===== src/hdl/bilinear_table_interpolator_assert.svh =====
// assertion macros for the bilinear table interpolator
`ifndef BILINEAR_TABLE_INTERPOLATOR_ASSERT_SVH
`define BILINEAR_TABLE_INTERPOLATOR_ASSERT_SVH
`ifndef ASSERT_OFF
`define BTI_ASSERT_CLK(label, clk, rst_n, prop) \
    label: assert property (@(posedge clk) disable iff (!rst_n) prop) \
        else $error("bti assertion failed");
`define BTI_ASSERT(label, prop) `BTI_ASSERT_CLK(label, i_clk, i_rst_n, prop)
`else
`define BTI_ASSERT_CLK(label, clk, rst_n, prop)
`define BTI_ASSERT(label, prop)
`endif
`endif


===== src/hdl/bti_pkg.sv =====
// shared types and constants of the bilinear table interpolator
`timescale 1ns / 1ps
package bti_pkg;

    localparam int MAX_SIDE_DEF = 64;
    localparam int FRAC_W       = 16;

    localparam logic OP_WRITE = 1'b0;
    localparam logic OP_EVAL  = 1'b1;

    localparam logic [1:0] CFG_ROWS_USED     = 2'd0;
    localparam logic [1:0] CFG_COLS_USED     = 2'd1;
    localparam logic [1:0] CFG_INV_SPACING_X = 2'd2;
    localparam logic [1:0] CFG_INV_SPACING_Y = 2'd3;

    localparam logic [6:0]  ROWS_USED_RST   = 7'd64;
    localparam logic [6:0]  COLS_USED_RST   = 7'd64;
    localparam logic [23:0] INV_SPACING_RST = 24'd65536;

    typedef struct packed {
        logic              op;
        logic [31:0]       x_pos;
        logic [31:0]       y_pos;
        logic [5:0]        entry_row;
        logic [5:0]        entry_col;
        logic signed [31:0] entry_value;
    } t_in_word;

    typedef struct packed {
        logic signed [31:0] interp_value;
        logic               outside;
    } t_out_word;

    typedef struct packed {
        logic [1:0]  index;
        logic [23:0] value;
    } t_cfg_word;

    typedef struct packed {
        logic s1;
        logic s2;
        logic s3;
        logic s4;
        logic s5;
        logic s6;
    } t_stage_en;

    typedef struct packed {
        logic              is_eval;
        logic              outside;
        logic              row_odd;
        logic              col_odd;
        logic [FRAC_W-1:0] fx;
        logic [FRAC_W-1:0] fy;
    } t_locate;

endpackage


===== src/hdl/bti_locate.sv =====
// coordinate scaling, corner location and bank addressing (stages 1 and 2)
`timescale 1ns / 1ps
module bti_locate #(
    parameter int MAX_SIDE = bti_pkg::MAX_SIDE_DEF
) (
    input  logic                 i_clk,
    input  bti_pkg::t_stage_en   i_en,
    input  logic                 i_v1,
    input  bti_pkg::t_in_word    i_word,
    input  logic [6:0]           i_rows_used,
    input  logic [6:0]           i_cols_used,
    input  logic [23:0]          i_inv_x,
    input  logic [23:0]          i_inv_y,
    output logic [3:0][2*(($clog2(MAX_SIDE) > 1) ? $clog2(MAX_SIDE) - 1 : 1)-1:0] o_rd_addr,
    output logic [3:0]           o_we,
    output logic [2*(($clog2(MAX_SIDE) > 1) ? $clog2(MAX_SIDE) - 1 : 1)-1:0] o_wr_addr,
    output logic [31:0]          o_wr_data,
    output bti_pkg::t_locate     o_loc
);
    import bti_pkg::*;

    localparam int IDX_W  = $clog2(MAX_SIDE);
    localparam int HALF_W = (IDX_W > 1) ? IDX_W - 1 : 1;
    localparam int CNT_W  = 9;

    logic              r_op;
    logic [55:0]       r_px;
    logic [55:0]       r_py;
    logic [5:0]        r_row;
    logic [5:0]        r_col;
    logic [31:0]       r_val;
    t_locate           r_loc;

    logic [23:0]       w_ix;
    logic [23:0]       w_iy;
    logic [CNT_W-1:0]  w_nr;
    logic [CNT_W-1:0]  w_nc;
    logic              w_outside;
    logic [IDX_W-1:0]  w_lr;
    logic [IDX_W-1:0]  w_ur;
    logic [IDX_W-1:0]  w_lc;
    logic [IDX_W-1:0]  w_uc;
    logic              w_in_range;
    logic [IDX_W-1:0]  w_wrow;
    logic [IDX_W-1:0]  w_wcol;

    always_ff @(posedge i_clk) begin
        if (i_en.s1) begin
            r_op  <= i_word.op;
            r_px  <= 56'(i_word.x_pos) * 56'(i_inv_x);
            r_py  <= 56'(i_word.y_pos) * 56'(i_inv_y);
            r_row <= i_word.entry_row;
            r_col <= i_word.entry_col;
            r_val <= i_word.entry_value;
        end
    end

    assign w_ix = r_px[55:32];
    assign w_iy = r_py[55:32];
    assign w_nr = ({2'b0, i_rows_used} > CNT_W'(MAX_SIDE)) ? CNT_W'(MAX_SIDE)
                                                            : {2'b0, i_rows_used};
    assign w_nc = ({2'b0, i_cols_used} > CNT_W'(MAX_SIDE)) ? CNT_W'(MAX_SIDE)
                                                            : {2'b0, i_cols_used};
    assign w_outside = ((25'(w_ix) + 25'd1) >= 25'(w_nr)) ||
                       ((25'(w_iy) + 25'd1) >= 25'(w_nc));

    assign w_lr = w_ix[IDX_W-1:0];
    assign w_lc = w_iy[IDX_W-1:0];
    assign w_ur = w_lr + IDX_W'(1);
    assign w_uc = w_lc + IDX_W'(1);

    // each parity bank holds exactly one of the four corners
    always_comb begin
        logic [IDX_W-1:0] rsel;
        logic [IDX_W-1:0] csel;
        logic [IDX_W-1:0] rhalf;
        logic [IDX_W-1:0] chalf;
        for (int b = 0; b < 4; b++) begin
            rsel = (w_lr[0] == b[1]) ? w_lr : w_ur;
            csel = (w_lc[0] == b[0]) ? w_lc : w_uc;
            rhalf = rsel >> 1;
            chalf = csel >> 1;
            o_rd_addr[b] = {HALF_W'(rhalf), HALF_W'(chalf)};
        end
    end

    assign w_in_range = ({3'b0, r_row} < CNT_W'(MAX_SIDE)) &&
                        ({3'b0, r_col} < CNT_W'(MAX_SIDE));
    assign w_wrow = IDX_W'(r_row);
    assign w_wcol = IDX_W'(r_col);
    assign o_wr_addr = {HALF_W'(w_wrow >> 1), HALF_W'(w_wcol >> 1)};
    assign o_wr_data = r_val;

    always_comb begin
        for (int b = 0; b < 4; b++) begin
            o_we[b] = i_en.s2 && i_v1 && (r_op == OP_WRITE) && w_in_range &&
                      (2'(b) == {r_row[0], r_col[0]});
        end
    end

    always_ff @(posedge i_clk) begin
        if (i_en.s2) begin
            r_loc.is_eval <= (r_op == OP_EVAL);
            r_loc.outside <= w_outside;
            r_loc.row_odd <= w_lr[0];
            r_loc.col_odd <= w_lc[0];
            r_loc.fx      <= r_px[31:16];
            r_loc.fy      <= r_py[31:16];
        end
    end

    assign o_loc = r_loc;
endmodule


===== config.mk =====
export PLATFORM = sky130hd
export DESIGN_NAME = bti_locate
export DESIGN_NICKNAME = d
export VERILOG_FILES = /design/src/hdl/bilinear_table_interpolator_assert.svh /design/src/hdl/bti_pkg.sv /design/src/hdl/bti_locate.sv
export SDC_FILE = /design/constraint.sdc
export NUM_CORES = 2
export LEC_CHECK = 0
export ABC_AREA = 1
export BUFFER_PORTS_ARGS = -buffer_cell sky130_fd_sc_hd__buf_4
export CORE_MARGIN = 4
export CORE_UTILIZATION = 50
export DETAILED_ROUTE_END_ITERATION = 6
export PLACE_DENSITY = 0.76
export REMOVE_ABC_BUFFERS = 1
export SYNTH_ARGS = -nofsm -noshare
export SYNTH_HDL_FRONTEND = slang
export SYNTH_SLANG_ARGS = --single-unit

===== constraint.sdc =====
create_clock -name i_clk -period 5.7 [get_ports i_clk]
set_input_delay 0.57 -clock i_clk [delete_from_list [all_inputs] [get_ports i_clk]]
set_output_delay 0.57 -clock i_clk [all_outputs]
set_load 0.02 [all_outputs]

# Word-level counts from Yosys, hierarchy flattened
# Index checks and enable logic that the tools add are counted.
# word_totals
reg_bits	193
output_inout_bits	122
wordCells	40
inputBits	179
# op_classes
order_cmp	4
mul	2
n_addsub	4
bitwise	1
reduce_logical	8
n_mux	6
n_eq_ne	3
# op_table
cell	count
$mul A32 B24 Y56	2
$add A24 B1 Y25 const B	2
$ge A25 B7 Y1	2
$mux W6	4
$gt A7 B7 Y1 const B	2
$mux W7	2
$add A6 B1 Y6 const B	2
$logic_and A1 B1 Y1	6
$eq A2 B2 Y1 const A	2
$eq A1 B2 Y1 const A	1
$logic_not A2 Y1	1
$logic_or A1 B1 Y1	1
$not A1 Y1	1

# Depth between registers and ports, before layout
# depth
depth_word	4
depth_mapped	29
mapped_depth_nobuf	28

# Worst setup path before layout
# Ideal clock, no wire load.
# synth_path
kind	input -> register
startpoint	input port i_inv_x[3]
endpoint	register r_px[33], data pin
path_buffers	1
path_slack_ns	-0.396
required_time_ns	5.435
stages	22
arrival_ns	5.831
cell_sequence	clkbuf_1 -> nand2_1 -> fa_1 -> inv_1 -> fa_1 -> inv_1 -> fa_1 -> fa_1 -> fa_1 -> inv_1 -> fa_1 -> inv_1 -> fa_1 -> inv_1 -> ha_1 -> nand2_1 -> inv_1 -> a21oi_1 -> o21ai_0 -> a21oi_1 -> o21ai_0 -> xor2_1
# synth_via
elab_chain_cells	1
# synth_lines
element	line_no	rtl
start: declaration	bti_locate.sv:12	input logic [23:0] i_inv_x,
$mul A32 B24 Y56	bti_locate.sv:50	r_px <= 56'(i_word.x_pos) * 56'(i_inv_x);
end signal: assignment	bti_locate.sv:50	
end: declaration	bti_locate.sv:27	logic [55:0] r_px;
# No other way between the ends.
# A chain may end at the register's enable or synchronous reset.

# Worst setup path after layout
# layout_path
startpoint	input port i_word[62] (netlist bit)
endpoint	register r_py[26], data pin
# layout_via
elab_chain_cells	1
# layout_lines
element	line_no	rtl
start: declaration	bti_locate.sv:9	input bti_pkg::t_in_word i_word,
$mul A32 B24 Y56	bti_locate.sv:51	r_py <= 56'(i_word.y_pos) * 56'(i_inv_y);
end signal: assignment	bti_locate.sv:51	
end: declaration	bti_locate.sv:28	logic [55:0] r_py;
# No other way between the ends.

==> metrics.cfg <==
[sta]
fin_tns_setup_ns = -15.52
fin_crit_ns = 6.10
setup_viol = 79
period_share_pct = 107
hold_viol_final = 0
fmax_mhz = 164
report.final.slew_viol_count = 0
hold_ws_ns = 0.244
finClkSkew_ns = 0.0115
slew_headroom_pct = 45.2
finalWorstSetupSlack_ns = -0.396
rsz0062_at_grt = true
worst_slew_pin_slew_ns = 0.821

[clock_tree]
clkTransAtPathRegs_ns = 0.09
numClockSinks = 161
clockBufferDepth = 2
clock_latency_ns = 0.50
cts_hold_buf = 0
h-tree-depth = 4
cts_root_buffer = clkbuf_16
cts_inserted_buffers = 17
cts_tree = done

[global_routing]
grt_busiest_layer = met2
grt_pass1_wl_mm = 296
use_met2_pct = 49.4
grt_max_degree = 76
antenna_found_initial = 2
grt_pass1_vias = 56200
use_met3_pct = 6.55
grt_overflow = 0
groute.usage.overall_pct = 29.9
grt_util_met1_pct = 38.9

[critical_path]
cp.arrival_ns = 6.34
cp-start-kind = primary input
criticalPathCategory = primary input to register
crit_chain = buf_12, buf_12, buf_4, nand2_1, fa_1, inv_1, fa_1, inv_1, fa_2, fa_1, inv_1, fa_2, fa_1, inv_1, fa_1, inv_1, ha_4, a21oi_2, o21ai_0, buf_4, a21oi_4, buf_4, nand2_2, xor2_2
r2r_end = o_loc[34]
cp-startpoint = i_word[62]
crit_path_max_fanout = 7
rrSetupSlack_ns = 2.01
reg2reg_depth = 15
required_ns = 5.95
slowest_delay_ns = 0.59
slowest_stage = fa_2
reg2reg_from = r_py[32]
end_kind = register

[die]
die_x_um = 352
die_area_um2 = 124000
chipHeight_um = 352
io_pins = 301
core_um2 = 118000
std_cell_rows = 126
start_util_pct = 50.3

[place]
place.port_buffers = 296
gp_congestion = 0.968
hpwl_mm = 149
place_inst = 9877

[routing]
vias = 52900
drt_first_iter_violations = 4528
drc = 3
first_pass_iters = 7
ant_nets = 0
via_per_inst = 5.27
drt-wirelength-per-cell_um = 19.3
drt_wl_total_mm = 194

[min_path]
min_delay_path_depth = 1
hp-start = i_word[2]
min_to = o_wr_data[2]
hold_class = primary input to register

[final_layout]
fin_nets = 10400
final_core_util_pct = 64.2
final_cells = 10000
fill_cells = 8973
drive_gt1_share_pct = 24.6
seqCellArea_um2 = 4830
diodes = 0
multi_input_comb_area_um2 = 48400
syn_to_final_growth_pct = 27.8

[yosys]
ys_seq_area_share_pct = 8.16
syn-cell-area_um2 = 59300
synth_cell_types = 39
yosys_warnings = 0
ys_ff_latch = 161
yosysTopAreaCell = fa_1
synth_top_area_share_pct = 44.4
syn_avg_cell_area_um2 = 7.68
syn_inst = 7714
synthTopCellsByArea = fa_1 (44%), inv_1 (16%), nand2_1 (13%)

[outcome]
status = finished with violations
violations = DRC, setup timing

[run]
cap_violations = 0

-- layer usage --
layer	vias to the layer above	share of wire [%]
met3	734	9.9
met4	2	4.9
met5	-	0.0067
met2	2923	48
li1	23100	-
met1	26100	38
-- worst max-delay path by stage --
stage                    end  cells after the start
floorplan           r_px[33]                     21
global placement    r_py[41]                     25
detailed placement  r_py[49]                     26
CTS                 r_py[39]                     26
global route        r_py[54]                     26
finish              r_py[26]                     24
-- worst max-delay path: cells and delay by family --
family	cells	cell delay [ns]
AOI/OAI and AO/OA	3	0.62
xor gates and xnor gates	1	0.20
adders and majority gates	8	3.79
buffers and inverters	10	1.02
and+or+nand+nor	2	0.12
-- cells in the mapped netlist --
| library cell | count |
|---|---|
| a21boi_0 | 9 |
| a21boi_1 | 1 |
| a21o_1 | 10 |
| a21oi_1 | 153 |
| a31oi_1 | 1 |
| and3_1 | 1 |
| buf_1 | 2 |
| buf_2 | 1 |
| buf_4 | 31 |
| clkbuf_1 | 274 |
| clkinv_1 | 1 |
| edfxtp_1 | 161 |
| fa_1 | 1314 |
| ha_1 | 374 |
| inv_1 | 2506 |
| inv_2 | 3 |
| nand2_1 | 2117 |
| nand2_2 | 11 |
| nand3_1 | 119 |
| nand3_2 | 2 |
| nand3b_1 | 4 |
| nand4_1 | 41 |
| nor2_1 | 318 |
| nor2_2 | 10 |
| nor2_4 | 4 |
| nor2_8 | 1 |
| nor3_1 | 28 |
| nor3_2 | 1 |
| nor3b_1 | 1 |
| nor4_1 | 11 |
| o211ai_1 | 3 |
| o21a_1 | 6 |
| o21ai_0 | 97 |
| o21ai_1 | 3 |
| o21ai_2 | 1 |
| o21bai_1 | 21 |
| or2_2 | 6 |
| xnor2_1 | 18 |
| xor2_1 | 49 |
-- sequential cells by signal, summed over array words and instances, names as in the netlist --
signal / cells
r_col: 6
r_py: 40
r_px: 40
r_op: 1
r_row: 6
o_wr_data: 32
o_loc: 36
-- logic make-up (layout without fill, tap and decap cells) --
group / count (synthesis) / count (layout) / share of synthesized area, %
buffers and inverters: 2818 / 3606 / 18.0
and+or+nand+nor: 2675 / 2675 / 17.7
adders and majority gates: 1688 / 1688 / 52.3
AOI/OAI and AO/OA: 305 / 305 / 2.80
DFF: 161 / 161 / 8.16
xor gates and xnor gates: 67 / 67 / 0.990
-- layout by cell type (no fill, tap or decap), drive strengths merged --
cell type  count
a21boi        10
a21o          10
a21oi        153
a31oi          1
and3           1
buf         1054
bufbuf         4
clkbuf        23
clkinv         9
edfxtp       161
fa          1314
ha           374
inv         2516
nand2       2128
nand3        121
nand3b         4
nand4         41
nor2         333
nor3          29
nor3b          1
nor4          11
o211ai         3
o21a           6
o21ai        101
o21bai        21
or2            6
xnor2         18
xor2          49
-- stage by stage --
step / instance area (um2) / setup slack [ns]
2_1_floorplan: 58000 / -0.107
3_3_place_gp: 67400 / -1.13
3_5_place_dp: 67400 / -1.14
4_1_cts: 73100 / -0.222
5_1_grt: 75700 / -0.518
6_report: 75700 / -0.396
-- area by class of cell --
type | instances | area share [%]
well taps | 1536 | 2.54
flip-flops and latches | 161 | 6.38
clock inverters | 15 | 0.266
clock buffers | 17 | 0.562
inverters | 2510 | 12.5
repair buffers | 1064 | 13.9
multi-input cells | 4735 | 63.9
-- timing repair --
action	in CTS	in global routing
endpoints found under the setup margin	80	80
gates cloned	10	6
pin swaps	422	469
buffers inserted	74	52
resized for setup	1131	591
Power is not shown: default switching activity piles up to over one toggle a cycle in this logic, so the estimate is an artifact.
